File: src/hw/rtl/assert_macros.svh
// Assertion macros for the RTL of the corner refiner.
`ifndef ASSERT_MACROS_SVH
`define ASSERT_MACROS_SVH
// Same-cycle implication under the asynchronous reset.
`define ASSERT_IMPLIES(lbl, clk, rst_n, a, b) \
	lbl: assert property (@(posedge clk) disable iff (!rst_n) (a) |-> (b)) \
		else $error("same-cycle implication failed");
// Next-cycle implication under the asynchronous reset.
`define ASSERT_NEXT(lbl, clk, rst_n, a, b) \
	lbl: assert property (@(posedge clk) disable iff (!rst_n) (a) |=> (b)) \
		else $error("next-cycle implication failed");
`endif

File: src/hw/rtl/pscr_mul.sv
// Shared 32x32 unsigned multiplier with a registered product.
`default_nettype none
module pscr_mul (
	input  wire logic        clk,
	input  wire logic [31:0] a,
	input  wire logic [31:0] b,
	output logic      [63:0] p
);

	logic [63:0] p_q;

	always_ff @(posedge clk) begin
		p_q <= 64'(a) * 64'(b);
	end

	assign p = p_q;

endmodule
`default_nettype wire

File: config.mk
export PLATFORM = sky130hd
export DESIGN_NAME = pscr_mul
export DESIGN_NICKNAME = d
export VERILOG_FILES = /design/src/hw/rtl/assert_macros.svh /design/src/hw/rtl/pscr_mul.sv
export SDC_FILE = /design/constraint.sdc
export NUM_CORES = 2
export LEC_CHECK = 0
export BUFFER_PORTS_ARGS = -buffer_cell sky130_fd_sc_hd__buf_2
export CAP_MARGIN = 40
export CELL_PAD_IN_SITES_DETAIL_PLACEMENT = 1
export CELL_PAD_IN_SITES_GLOBAL_PLACEMENT = 1
export CORE_MARGIN = 2
export CORE_UTILIZATION = 30
export CTS_CLUSTER_SIZE = 24
export DETAILED_ROUTE_END_ITERATION = 7
export GPL_TIMING_DRIVEN = 0
export PLACE_DENSITY = 0.58
export RECOVER_POWER = 25
export SLEW_MARGIN = 20
export SYNTH_ARGS = -nofsm -noshare
export SYNTH_HDL_FRONTEND = slang
export SYNTH_SLANG_ARGS = --single-unit
File: constraint.sdc
create_clock -name clk -period 7.3 [get_ports clk]
set_input_delay 0.73 -clock clk [delete_from_list [all_inputs] [get_ports clk]]
set_output_delay 0.73 -clock clk [all_outputs]
set_load 0.03 [all_outputs]
**Word level (Yosys, flattened, before mapping)**

Cells that the tools add are included.

- Flip-flop bits (word level): 64
- Bits of input ports: 65
- Output and inout port bits: 64

- Multipliers: 1

Operators with widths:

| operator | count |
|---|---|
| 32-bit by 32-bit multiplier with 64-bit output | 1 |

**Longest topological paths before layout**

- Depth in word-level cells: 1
- Depth in mapped cells: 29
- Gate-level depth less buffers: 27

**Worst setup path after synthesis**

No wires, ideal clock.

- Path kind: input-to-reg
- From: input a[25]
- To: register p_q[62] (netlist: p[62])
- Library setup time: 72 ps
- Arrival: 7411 ps
- Data required time: 7228 ps
- Slack: -183 ps
- Stages on the path: 25
- Buffers on the path: 2
- Cell sequence: clkbuf_1 -> nand2_1 -> fa_1 -> inv_1 -> fa_1 -> inv_1 -> fa_1 -> inv_1 -> fa_1 -> fa_1 -> fa_1 -> fa_1 -> inv_1 -> fa_1 -> inv_1 -> ha_1 -> buf_2 -> nand4_1 -> or4_1 -> or3_1 -> a31oi_1 -> a31o_2 -> a211oi_1 -> o21ai_1 -> xor2_1

- Longest elaborated chain between the ends: 1

Ends and longest elaborated chain:

| what | line | text |
|---|---|---|
| start: declaration | pscr_mul.sv:5 | `input wire logic [31:0] a,` |
| 32-bit by 32-bit multiplier with 64-bit output | pscr_mul.sv:13 | `p_q <= 64'(a) * 64'(b);` |
| end signal: assignment | pscr_mul.sv:13 |  |
| end: declaration | pscr_mul.sv:10 | `logic [63:0] p_q;` |

No other way between the ends.

**Worst setup path in the final report**

- From: input a[21]
- To: register p_q[62] (netlist: p[62])

Same word-level chain as after synthesis.

==> summary.md <==
| Metric | Value |
|---|---|
| Pre-CTS WS | `-2069 ps` |
| IO Pins | `129` |
| Starting Density | `a little under a third` |
| DR DRC count | `0` |
| Hold Path End | `p[0]` |
| Least-Margin Pin Slew | `906.3 ps` |
| Share of the synthesized area in the top cell type | `51.73%` |
| Max H-tree Level | `3` |
| GPL Wtd Cong | `0.9630` |
| Syn_nets | `between 4000 and 5000` |
| Length of the first detailed-routing pass in iterations | `5` |
| Critical path type | `input port to flop` |
| Synth area leaders | `fa_1, and2_1, ha_1` |
| Clk buf depth | `2` |
| Final WL | `149.7 mm` |
| Commonest non-fill, non-tap cell in the layout | `fa_1` |
| Number of hold buffers added after cts | `0` |
| Async SR Flop Fraction | `0%` |
| Family with the most delay on the worst path | `adder cells` |
| Vias per inst | `about 4.9` |
| Crit path DAT | `8100 ps` |
| Hold WC Path Type | `input port to flop` |
| Die H | `344.0 um` |
| Register area share after synthesis | `approximately 3.7%` |
| Max_cap viols | `0` |
| Syn Inst Count | `around 3700` |
| Synthesized flop and latch total | `between 60 and 70` |
| Clk slew on worst S/H paths | `60 ps` |
| Clock Root Buffer | `clkbuf_16` |
| Cell mode on critical path | `fa_1` |
| Commonest non-fill, non-tap cells in the layout | `fa_1, inv_1, and2_1` |
| Failing checks | `negative setup slack` |
| Layout Cells excl Fill | `5588` |
| Synth area leader | `fa_1` |
| Row cnt | `124` |
| Final hold vios | `0` |
| DR iter-0 viols | `1805` |
| Die area | `0.1183 mm2` |
| Fmax | `0.1283 GHz` |
| Yosys warning count | `0` |
| Unique masters post-synth | `57` |
| Number of global-route vias before repair | `30730` |
| Crit path buffers/inverters | `6` |
| Largest register FFs | `64` |
| GRT overflow | `0` |
| Ys flop type | `dfxtp_1` |
| Post-synth EDFFs | `0` |
| GRT Total Usage | `25.69%` |
| CP Capture Type | `flop` |
| Crit-path slowest cell | `fa_2` |
| Nets | `5283` |
| PnR worst setup slack | `-494.4 ps` |
| Slew headroom | `39.58%` |
| Outcome | `complete, but fails checks` |
| Initial antenna violation count | `35` |
| CP Cell Sequence | `buf_12, clkbuf_16, buf_8, buf_4, nand2_1, fa_1, fa_1, fa_1, inv_1, fa_1, fa_2, fa_2, fa_1, fa_1, ha_1, buf_6, nand4_1, or4_4, or3_4, a31oi_4, a31o_4, a211oi_4, o21ai_2, xor2_1` |
| Pin count of the biggest net entering global routing | `12` |
| Port bufs | `around 130` |
| First-pass GRT wire length | `214.5 mm` |
| Vias | `27500` |
| Startpoint types | `input port` |
| Crit-path max FO | `6` |
| Dpl cells | `5452` |
| Core Area | `0.1145 mm2` |
| Max incr delay on CP | `640 ps` |
| TritonCTS clock tree | `built` |
| Period utilization | `106.8%` |
| Min-Delay Path Depth | `2` |
| Worst Path Required | `7600 ps` |
| Worst hold path startpoint | `b[0]` |
| RSZ-0062 raised after global routing | `true` |
| Setup Viol. Count Final | `25` |
| Layout cell share with drive strength beyond 1 | `16.86%` |
| Die X | `344.0 um` |
| Dpl hpwl | `~130 mm` |
| Fin crit period | `7794 ps` |
| Area Overhead vs Synth | `21.60%` |
| Total CTS buffers | `9` |
| Antenna-violating nets left | `0` |
| Sinks on Clock Net | `64` |
| Mean post-synth cell area | `9.252 um2` |
| Synthesized area | `between 0.03 and 0.04 mm2` |
| Slew Viols, Final | `0` |
| Routed WL per cell | `26.79 um` |
-- layer usage --
metal | up-vias | global-route usage (%) | part of all wire [%]
met3 | 294 | 4.371 | 6.7
met4 | 10 | 12.44 | 5.8
met5 | - | 0 | 0.041
met1 | 14650 | 32.52 | 40
li1 | 11500 | - | -
met2 | 1046 | 42.56 | 48
-- metrics by stage --
stage / hold slack (ps) / area [um2] / util [%] / TNS (ps)
after floorplan: 857.3 / 34710 / - / -22.00
after global routing: 677.9 / 42140 / 36.81 / -11220
after global placement: 1063 / 37240 / 32.53 / -66920
final: 684.3 / 42170 / 36.83 / -6975
after detailed placement: 1074 / 38020 / 33.21 / -52800
after CTS: 665.4 / 41140 / 35.93 / -6402
-- cell usage after synthesis, types with 4 or more instances --
| cell | instances |
|---|---|
| o21ai_1 | 5 |
| clkbuf_1 | 213 |
| buf_2 | 6 |
| a221o_1 | 4 |
| xor2_1 | 25 |
| and2_1 | 602 |
| dfxtp_1 | 64 |
| nor3_1 | 7 |
| a21oi_1 | 63 |
| o21a_1 | 9 |
| xnor2_1 | 35 |
| o21ai_0 | 21 |
| and3_1 | 14 |
| a21o_1 | 40 |
| nand4_1 | 23 |
| o21bai_1 | 10 |
| nand3_1 | 10 |
| ha_1 | 263 |
| inv_1 | 865 |
| a31oi_1 | 12 |
| fa_1 | 896 |
| nand2_1 | 480 |
| nor2_1 | 20 |
-- cells by family (layout without fill, tap and decap cells) --
| logic type | Yosys count | after routing | synth area share (%) |
|---|---|---|---|
| compound gates | 202 | 202 | 4.153 |
| xor+xnor | 60 | 60 | 1.515 |
| fa+ha+maj | 1159 | 1159 | 61.22 |
| buf+inv | 1085 | 1401 | 11.77 |
| flops | 64 | 64 | 3.695 |
| mux | 1 | 1 | 0.02887 |
| other cells | 0 | 12 | 0 |
| simple gates | 1177 | 1177 | 17.62 |
-- what timing repair did --
action,in CTS,in global routing
gates resized for setup,604,266
cloned,3,1
pin swaps,71,90
endpoints found under the setup margin,43,32
setup buffers,75,44
-- worst max-delay path by stage --
stage	from	to	cells after the start	slack, ps
detailed placement	b[23]	p[62]	24	-2070
global placement	a[16]	p[62]	24	-2400
CTS	b[9]	p[62]	27	-500
finish	a[21]	p[62]	24	-490
global route	a[31]	p[62]	26	-630
floorplan	b[17]	p[62]	24	-20
-- area by class of cell --
type,instances,area (um2)
Clock buffer,10,229.0
Timing Repair Buffer,313,2829
Sequential cell,64,1281
Fill cell,13150,72330
Antenna cell,12,30.03
Tap cell,1512,1892
Multi-Input combinational cell,2599,30210
Clock inverter,6,60.06
Buffer,207,2392
Inverter,865,3247
Power is left out: the tool's default activity adds up to more than one toggle a clock period on the data nets, which glitch-free logic cannot reach.
