$ cat src/hw/rtl/assert_macros.svh
// Assertion macros for the RTL of the corner refiner.
`ifndef ASSERT_MACROS_SVH
`define ASSERT_MACROS_SVH
// Same-cycle implication under the asynchronous reset.
`define ASSERT_IMPLIES(lbl, clk, rst_n, a, b) \
	lbl: assert property (@(posedge clk) disable iff (!rst_n) (a) |-> (b)) \
		else $error("same-cycle implication failed");
// Next-cycle implication under the asynchronous reset.
`define ASSERT_NEXT(lbl, clk, rst_n, a, b) \
	lbl: assert property (@(posedge clk) disable iff (!rst_n) (a) |=> (b)) \
		else $error("next-cycle implication failed");
`endif

$ cat src/hw/rtl/pscr_pkg.sv
// Types, codes and helpers shared by the corner refiner modules.
`default_nettype none
package pscr_pkg;

	typedef enum logic [3:0] {
		ST_IDLE,
		ST_DIFF,
		ST_PROD,
		ST_SQRT1,
		ST_SQRT2,
		ST_PROD2,
		ST_CMP,
		ST_OMUL,
		ST_OSTART,
		ST_ODIV,
		ST_FIN,
		ST_EMIT_A,
		ST_EMIT_H,
		ST_EMIT_B,
		ST_EMIT_C
	} state_t;

	typedef enum logic {
		DS_SQRT,
		DS_DIV
	} ds_mode_t;

	typedef struct packed {
		logic     start;
		ds_mode_t mode;
	} ds_cmd_t;

	localparam logic [0:0]         REG_COS_THRESHOLD   = 1'b0;
	localparam logic [0:0]         REG_OFFSET_FRACTION = 1'b1;
	localparam logic signed [17:0] COS_RESET           = 18'sd65209;
	localparam logic [15:0]        OFS_RESET           = 16'd6554;

	// Clamp a 35-bit signed value to the 32-bit signed range.
	function automatic logic signed [31:0] sat32(input logic signed [34:0] v);
		logic signed [31:0] r;
		if (v[34:31] == 4'b0000 || v[34:31] == 4'b1111) begin
			r = v[31:0];
		end else if (v[34]) begin
			r = {1'b1, {31{1'b0}}};
		end else begin
			r = {1'b0, {31{1'b1}}};
		end
		return r;
	endfunction

endpackage
`default_nettype wire

$ cat src/hw/rtl/pscr_divsqrt.sv
// Iterative unit: floor square root of 64 bits or 64 by 32 bit division.
`default_nettype none
module pscr_divsqrt (
	input  wire logic              clk,
	input  wire logic              arst_n,
	input  wire pscr_pkg::ds_cmd_t cmd,
	input  wire logic [63:0]       opa,
	input  wire logic [31:0]       opb,
	output logic                   busy,
	output logic                   done,
	output logic [31:0]            res
);

	logic               busy_q;
	logic               done_q;
	logic [5:0]         cnt_q;
	pscr_pkg::ds_mode_t mode_q;
	logic [63:0]        n_q;
	logic [35:0]        rem_q;
	logic [31:0]        root_q;
	logic [31:0]        dvs_q;

	logic [35:0] sh;
	logic [35:0] tr;
	logic        ge;

	always_comb begin
		if (mode_q == pscr_pkg::DS_SQRT) begin
			sh = {rem_q[33:0], n_q[63:62]};
			tr = {2'b00, root_q, 2'b01};
		end else begin
			sh = {rem_q[34:0], n_q[63]};
			tr = {4'b0000, dvs_q};
		end
		ge = (sh >= tr);
	end

	always_ff @(posedge clk or negedge arst_n) begin
		if (!arst_n) begin
			busy_q <= 1'b0;
			done_q <= 1'b0;
			cnt_q  <= '0;
		end else begin
			done_q <= 1'b0;
			if (cmd.start) begin
				busy_q <= 1'b1;
				cnt_q  <= (cmd.mode == pscr_pkg::DS_SQRT) ? 6'd31 : 6'd63;
			end else if (busy_q) begin
				cnt_q <= cnt_q - 6'd1;
				if (cnt_q == 6'd0) begin
					busy_q <= 1'b0;
					done_q <= 1'b1;
				end
			end
		end
	end

	// One digit per cycle: two source bits for a root, one for a quotient.
	always_ff @(posedge clk) begin
		if (cmd.start) begin
			mode_q <= cmd.mode;
			n_q    <= opa;
			rem_q  <= '0;
			root_q <= '0;
			dvs_q  <= opb;
		end else if (busy_q) begin
			rem_q  <= ge ? (sh - tr) : sh;
			root_q <= {root_q[30:0], ge};
			n_q    <= (mode_q == pscr_pkg::DS_SQRT) ? {n_q[61:0], 2'b00} : {n_q[62:0], 1'b0};
		end
	end

	assign busy = busy_q;
	assign done = done_q;
	assign res  = root_q;

endmodule
`default_nettype wire

$ cat config.mk
export PLATFORM = sky130hd
export DESIGN_NAME = pscr_divsqrt
export DESIGN_NICKNAME = d
export VERILOG_FILES = /design/src/hw/rtl/assert_macros.svh /design/src/hw/rtl/pscr_pkg.sv /design/src/hw/rtl/pscr_divsqrt.sv
export SDC_FILE = /design/constraint.sdc
export NUM_CORES = 1
export LEC_CHECK = 0
export BUFFER_PORTS_ARGS = -buffer_cell sky130_fd_sc_hd__buf_2
export CELL_PAD_IN_SITES_DETAIL_PLACEMENT = 0
export CELL_PAD_IN_SITES_GLOBAL_PLACEMENT = 2
export CORE_MARGIN = 2
export CORE_UTILIZATION = 33
export DETAILED_ROUTE_END_ITERATION = 10
export PLACE_DENSITY_LB_ADDON = 0.25
export SETUP_SLACK_MARGIN = 0.05
export SLEW_MARGIN = 20
export SYNTH_ARGS = -nofsm -noshare
export SYNTH_HDL_FRONTEND = slang
export SYNTH_SLANG_ARGS = --single-unit
$ cat constraint.sdc
create_clock -name clk -period 3.88 [get_ports clk]
set_clock_uncertainty 0.1 [all_clocks]
set_input_delay 0.776 -clock clk [delete_from_list [all_inputs] [get_ports clk]]
set_output_delay 0.776 -clock clk [all_outputs]
set_load 0.005 [all_outputs]
# After elaboration in Yosys (flattened, before gate mapping)
# Cells that the tools add are included.
dict set report op_classes {
  n_addsub 2
  magnitude_cmp 1
  n_mux 15
  reduce_logical 2
}
# op n
set ops {}
lappend ops {{two-way mux 64 bit} 3}
lappend ops {{greater-or-equal comparator 36 x 34 -> 1 bit} 1}
lappend ops {{two-way mux 36 bit} 1}
lappend ops {{two-way mux 35 bit} 1}
lappend ops {{subtractor 35 x 34 -> 35 bit} 1}
lappend ops {{two-way mux 34 bit} 1}
lappend ops {{two-way mux 6 bit} 3}
lappend ops {{zero test 6 bit} 1}
lappend ops {{two-way mux 1 bit} 6}
lappend ops {{subtractor 6 x 1 -> 6 bit (second input constant)} 1}
lappend ops {{nonzero test 2 bit} 1}
dict set report totals {
  register_bits 172
  elab_cells 28
}

# Logic depth before layout (Yosys ltp)
dict set report logic_depth {
  ltp_word 4
  depth_mapped 17
}

# Least setup slack after synthesis
# OpenSTA, ideal clock, no wires.
dict set report synth_path {
  kind {flip-flop to flip-flop}
  from {register mode_q}
  to {register rem_q[24]}
  setup_ns 0.122
  t_arrival_ns 3.982
  setup_slack_ns -0.323
  stages_incl_launch_ff 16
  path_buffers 6
  path_cell_list {edfxtp_1 buf_2 clkbuf_1 buf_1 buf_1 nand2_1 fa_1 a211oi_1 o21ai_2 o2111ai_1 nand3_1 a31oi_2 o21ai_1 buf_4 buf_6 o311a_1}
}
dict set report synth_via {
  elab_chain_cells 3
  word_cells_on_any_way 5
}
# element line
set synth_rtl {}
lappend synth_rtl {{start, declared} pscr_divsqrt.sv:17} ;# pscr_pkg::ds_mode_t mode_q;
lappend synth_rtl {{start signal, assigned} pscr_divsqrt.sv:61} ;# mode_q <= cmd.mode;
lappend synth_rtl {{two-way mux 36 bit or two-way mux 34 bit (tied branches)} pscr_divsqrt.sv:28} ;# if (mode_q == pscr_pkg::DS_SQRT) begin
lappend synth_rtl {{subtractor 35 x 34 -> 35 bit or greater-or-equal comparator 36 x 34 -> 1 bit (tied branches)} {pscr_divsqrt.sv:67, pscr_divsqrt.sv:35}}
lappend synth_rtl {{two-way mux 35 bit *} pscr_divsqrt.sv:67} ;# rem_q <= ge ? (sh - tr) : sh;
lappend synth_rtl {{end signal, assigned} pscr_divsqrt.sv:67}
lappend synth_rtl {{end, declared} pscr_divsqrt.sv:19} ;# logic [35:0] rem_q;
# Mark *: on every way between the ends. The rest lies on a longest branch, timed or not.
# A chain may end at the register's enable or synchronous reset.

# Worst setup path in the final report
dict set report layout_path {
  from {register mode_q}
  to {register rem_q[28]}
}
# Same word-level chain as after synthesis.

==> run metrics <==
run status=finished, final reports clean; post-layout power=0.00793 W; Setup crit start kind=flip-flop; launching point of the worst reg2reg path=mode_q$_DFFE_PP_; leakage power=5.30 nW; sequential element share of the synthesized area=0.444; setup slack on the worst flop-to-flop path=0.19 ns; mean cell area of the mapped netlist=9.81 µm²; wire length of the first global-routing pass=42800 µm; fraction of layout instances using a drive strength above 1=0.221; accumulated negative setup slack=0 ns; number of buffers created by CTS=17; gpl congestion=0.852; mean routed wirelength per cell=17.5 µm; antenna violations before repair=0; data arrival time of the critical path=3.94 ns; synthesized cell area=0.0100 mm²; yosys synthesis warning count=0; via count=7945; Period Utilization, post-route=0.952; R2R cell count=12; CP Class=flip-flop to flip-flop; Slew @ Worst Pin=0.843 ns; clock-pin slew on the worst setup and hold paths=0.07 ns; Period minus WS final=3.69 ns; number of standard cells after synthesis=1024; clock latency of the later-clocked register in the worst-skew pair=0.44 ns; area enclosed by the die boundary=0.0318 mm²; worst ir drop on vdd=0.000372 V; setup violation total in the final timing report=0; maximum fanout along the worst path=24; Worst Hold Margin=0.0830 ns; nature of the critical path endpoint=flip-flop; area inside the core boundary=0.0298 mm²; required time at the worst-slack endpoint=4.13 ns; capturing point of the worst reg2reg path=rem_q[28]$_SDFFE_PP0P_; final instance count without filler cells=1552; dpl cells=1515; worst slew slack as a fraction of its limit=0.438; master cell of the clock root buffer=clkbuf_16; initial standard-cell utilization of the core=0.337; net count reported at finish=1286; number of port buffers=133; Total Routed Length=27200 µm; clock net sink count=172; number of max-slew violations in the final report=0; register bit total from synthesis=172; Area Growth Syn to Fin=18.5%; number of DRC markers in iteration 0=547; floorplan die width=178 µm; vertical die dimension=178 µm; diode insertion count for antenna repair=0; Power Dens Cells=667 mW/mm²; vias per std cell=5.12; synthesized net count=1161; clock tree from TritonCTS=done; buffer levels on the longest clock path=2; Post-synth top flop=edfxtp_1; number of nets with antenna violations after detailed routing=0; Overall Global Routing Usage=0.172; router iterations before antenna repair=5; highest attainable clock frequency=0.271 GHz; hold violation count in the final report=0; DRC viols=0; number of distinct library cell variants in the gate-level netlist after synthesis=63; unrepaired setup endpoints after global routing=false; number of global-route vias before repair=7876; Worst Hold Class=input port to async pin; number of I/O pins=134; remaining global-route overflow=0; H-Tree Depth=4; share of flip-flops with an asynchronous set or reset=0.0465; max_cap viols=0; Core Rows=63; maximum number of pins on one net before global-route repair=98; half-perimeter wire length after placement=19100 µm; EDFF count, synth=97
-- worst max-delay path: stages (launching register included) --
cell,delay (ns)
edfxtp_1,0.42
buf_12,0.22
mux2_2,0.37
ha_2,0.38
nand4_1,0.15
or2_1,0.29
o41a_1,0.44
nand3_1,0.14
a31oi_4,0.12
o21a_4,0.26
clkbuf_16,0.18
a311o_1,0.28
a311oi_1,0.25
-- cell families after synthesis --
logic type / synth area share
mux: 0.164
compound gates: 0.156
flops: 0.444
buf+inv: 0.0321
xor+xnor: 0.0262
fa+ha+maj: 0.0468
simple gates: 0.132
-- Yosys cell counts (5+ instances only) --
library cell,n,area [µm²]
a31oi_1,9,56.3
dfxtp_1,67,1340
xor2_1,10,87.6
a21o_1,18,135
o21ai_1,10,50.1
nor2_1,87,327
nor3_1,10,50.1
xnor2_1,20,175
nand4_1,6,37.5
a211oi_1,9,67.6
dfrtp_1,8,200
ha_1,36,450
buf_2,6,30.0
inv_1,10,37.5
mux2_2,33,372
a311oi_1,16,140
a211o_1,7,61.3
nand2_1,148,556
buf_1,20,75.1
nand2b_1,8,50.1
clkbuf_1,31,116
mux2i_1,127,1270
a21oi_1,37,185
and3_1,5,31.3
and2_1,6,37.5
nand3_1,17,85.1
o211ai_1,11,82.6
a32oi_1,5,43.8
edfxtp_1,97,2910
o21ai_0,89,445
-- metrics by stage --
| step | setup slack [ns] | instance area, µm² | util |
|---|---|---|---|
| floorplan | 0.0778 | 10000 | - |
| global placement | 0.186 | 11200 | 0.376 |
| detailed placement | 0.125 | 11200 | 0.376 |
| CTS | 0.0820 | 11800 | 0.395 |
| global route | 0.0494 | 11900 | 0.399 |
| finish | 0.187 | 11900 | 0.399 |
-- where the power goes --
group | switching (W) | internal, W | total (W)
Clock | 0.000776 | 0.000882 | 0.00166
Sequential | 0.000173 | 0.00221 | 0.00238
Combinational | 0.00221 | 0.00168 | 0.00389
Total | 0.00316 | 0.00477 | 0.00793
-- sequential cells by signal, indices dropped and copies added (netlist names) --
signal and count:
busy 1, cnt_q 6, done 1, dvs_q 32, mode_q 1, n_q 64, rem_q 35, res 32
-- worst max-delay path by stage --
stage	from	end	cells after the start
floorplan	mode_q$_DFFE_PP_	rem_q[24]$_SDFFE_PP0P_	15
global placement	mode_q$_DFFE_PP_	rem_q[0]$_SDFFE_PP0P_	13
detailed placement	mode_q$_DFFE_PP_	rem_q[0]$_SDFFE_PP0P_	14
CTS	mode_q$_DFFE_PP_	rem_q[11]$_SDFFE_PP0P_	14
global route	mode_q$_DFFE_PP_	rem_q[28]$_SDFFE_PP0P_	11
finish	mode_q$_DFFE_PP_	rem_q[28]$_SDFFE_PP0P_	12
-- area by class of cell --
class                   count  area [µm²]
clock buffers              17         425
multi-input cells         778        5350
flip-flops and latches    172        4460
repair buffers            170        1020
well taps                 390         488
fillers                  3027       17900
inverters                  10        37.5
clock inverters            15         124
-- metal layers --
| metal | up-vias | part of all wire | GRT usage |
|---|---|---|---|
| met4 | 0 | 0.016 | 0.0525 |
| li1 | 4010 | - | - |
| met5 | - | 0 | 0 |
| met2 | 141 | 0.46 | 0.271 |
| met1 | 3768 | 0.49 | 0.239 |
| met3 | 26 | 0.031 | 0.0288 |
-- placed cells by master (no fill, tap or decap), types with 20 or more instances in the layout --
master,instances
a21oi_1,36
buf_2,132
buf_4,31
dfxtp_1,67
edfxtp_1,97
ha_1,32
mux2_2,33
mux2i_1,126
nand2_1,148
nor2_1,87
o21ai_0,88
xnor2_1,20
-- repair_timing --
action                     in CTS  in global routing
setup buffers                   0                  4
resized for setup               0                 20
hold buffers                    0                  0
setup endpoints to repair       0                 36
(Power assumes the default switching activity.)
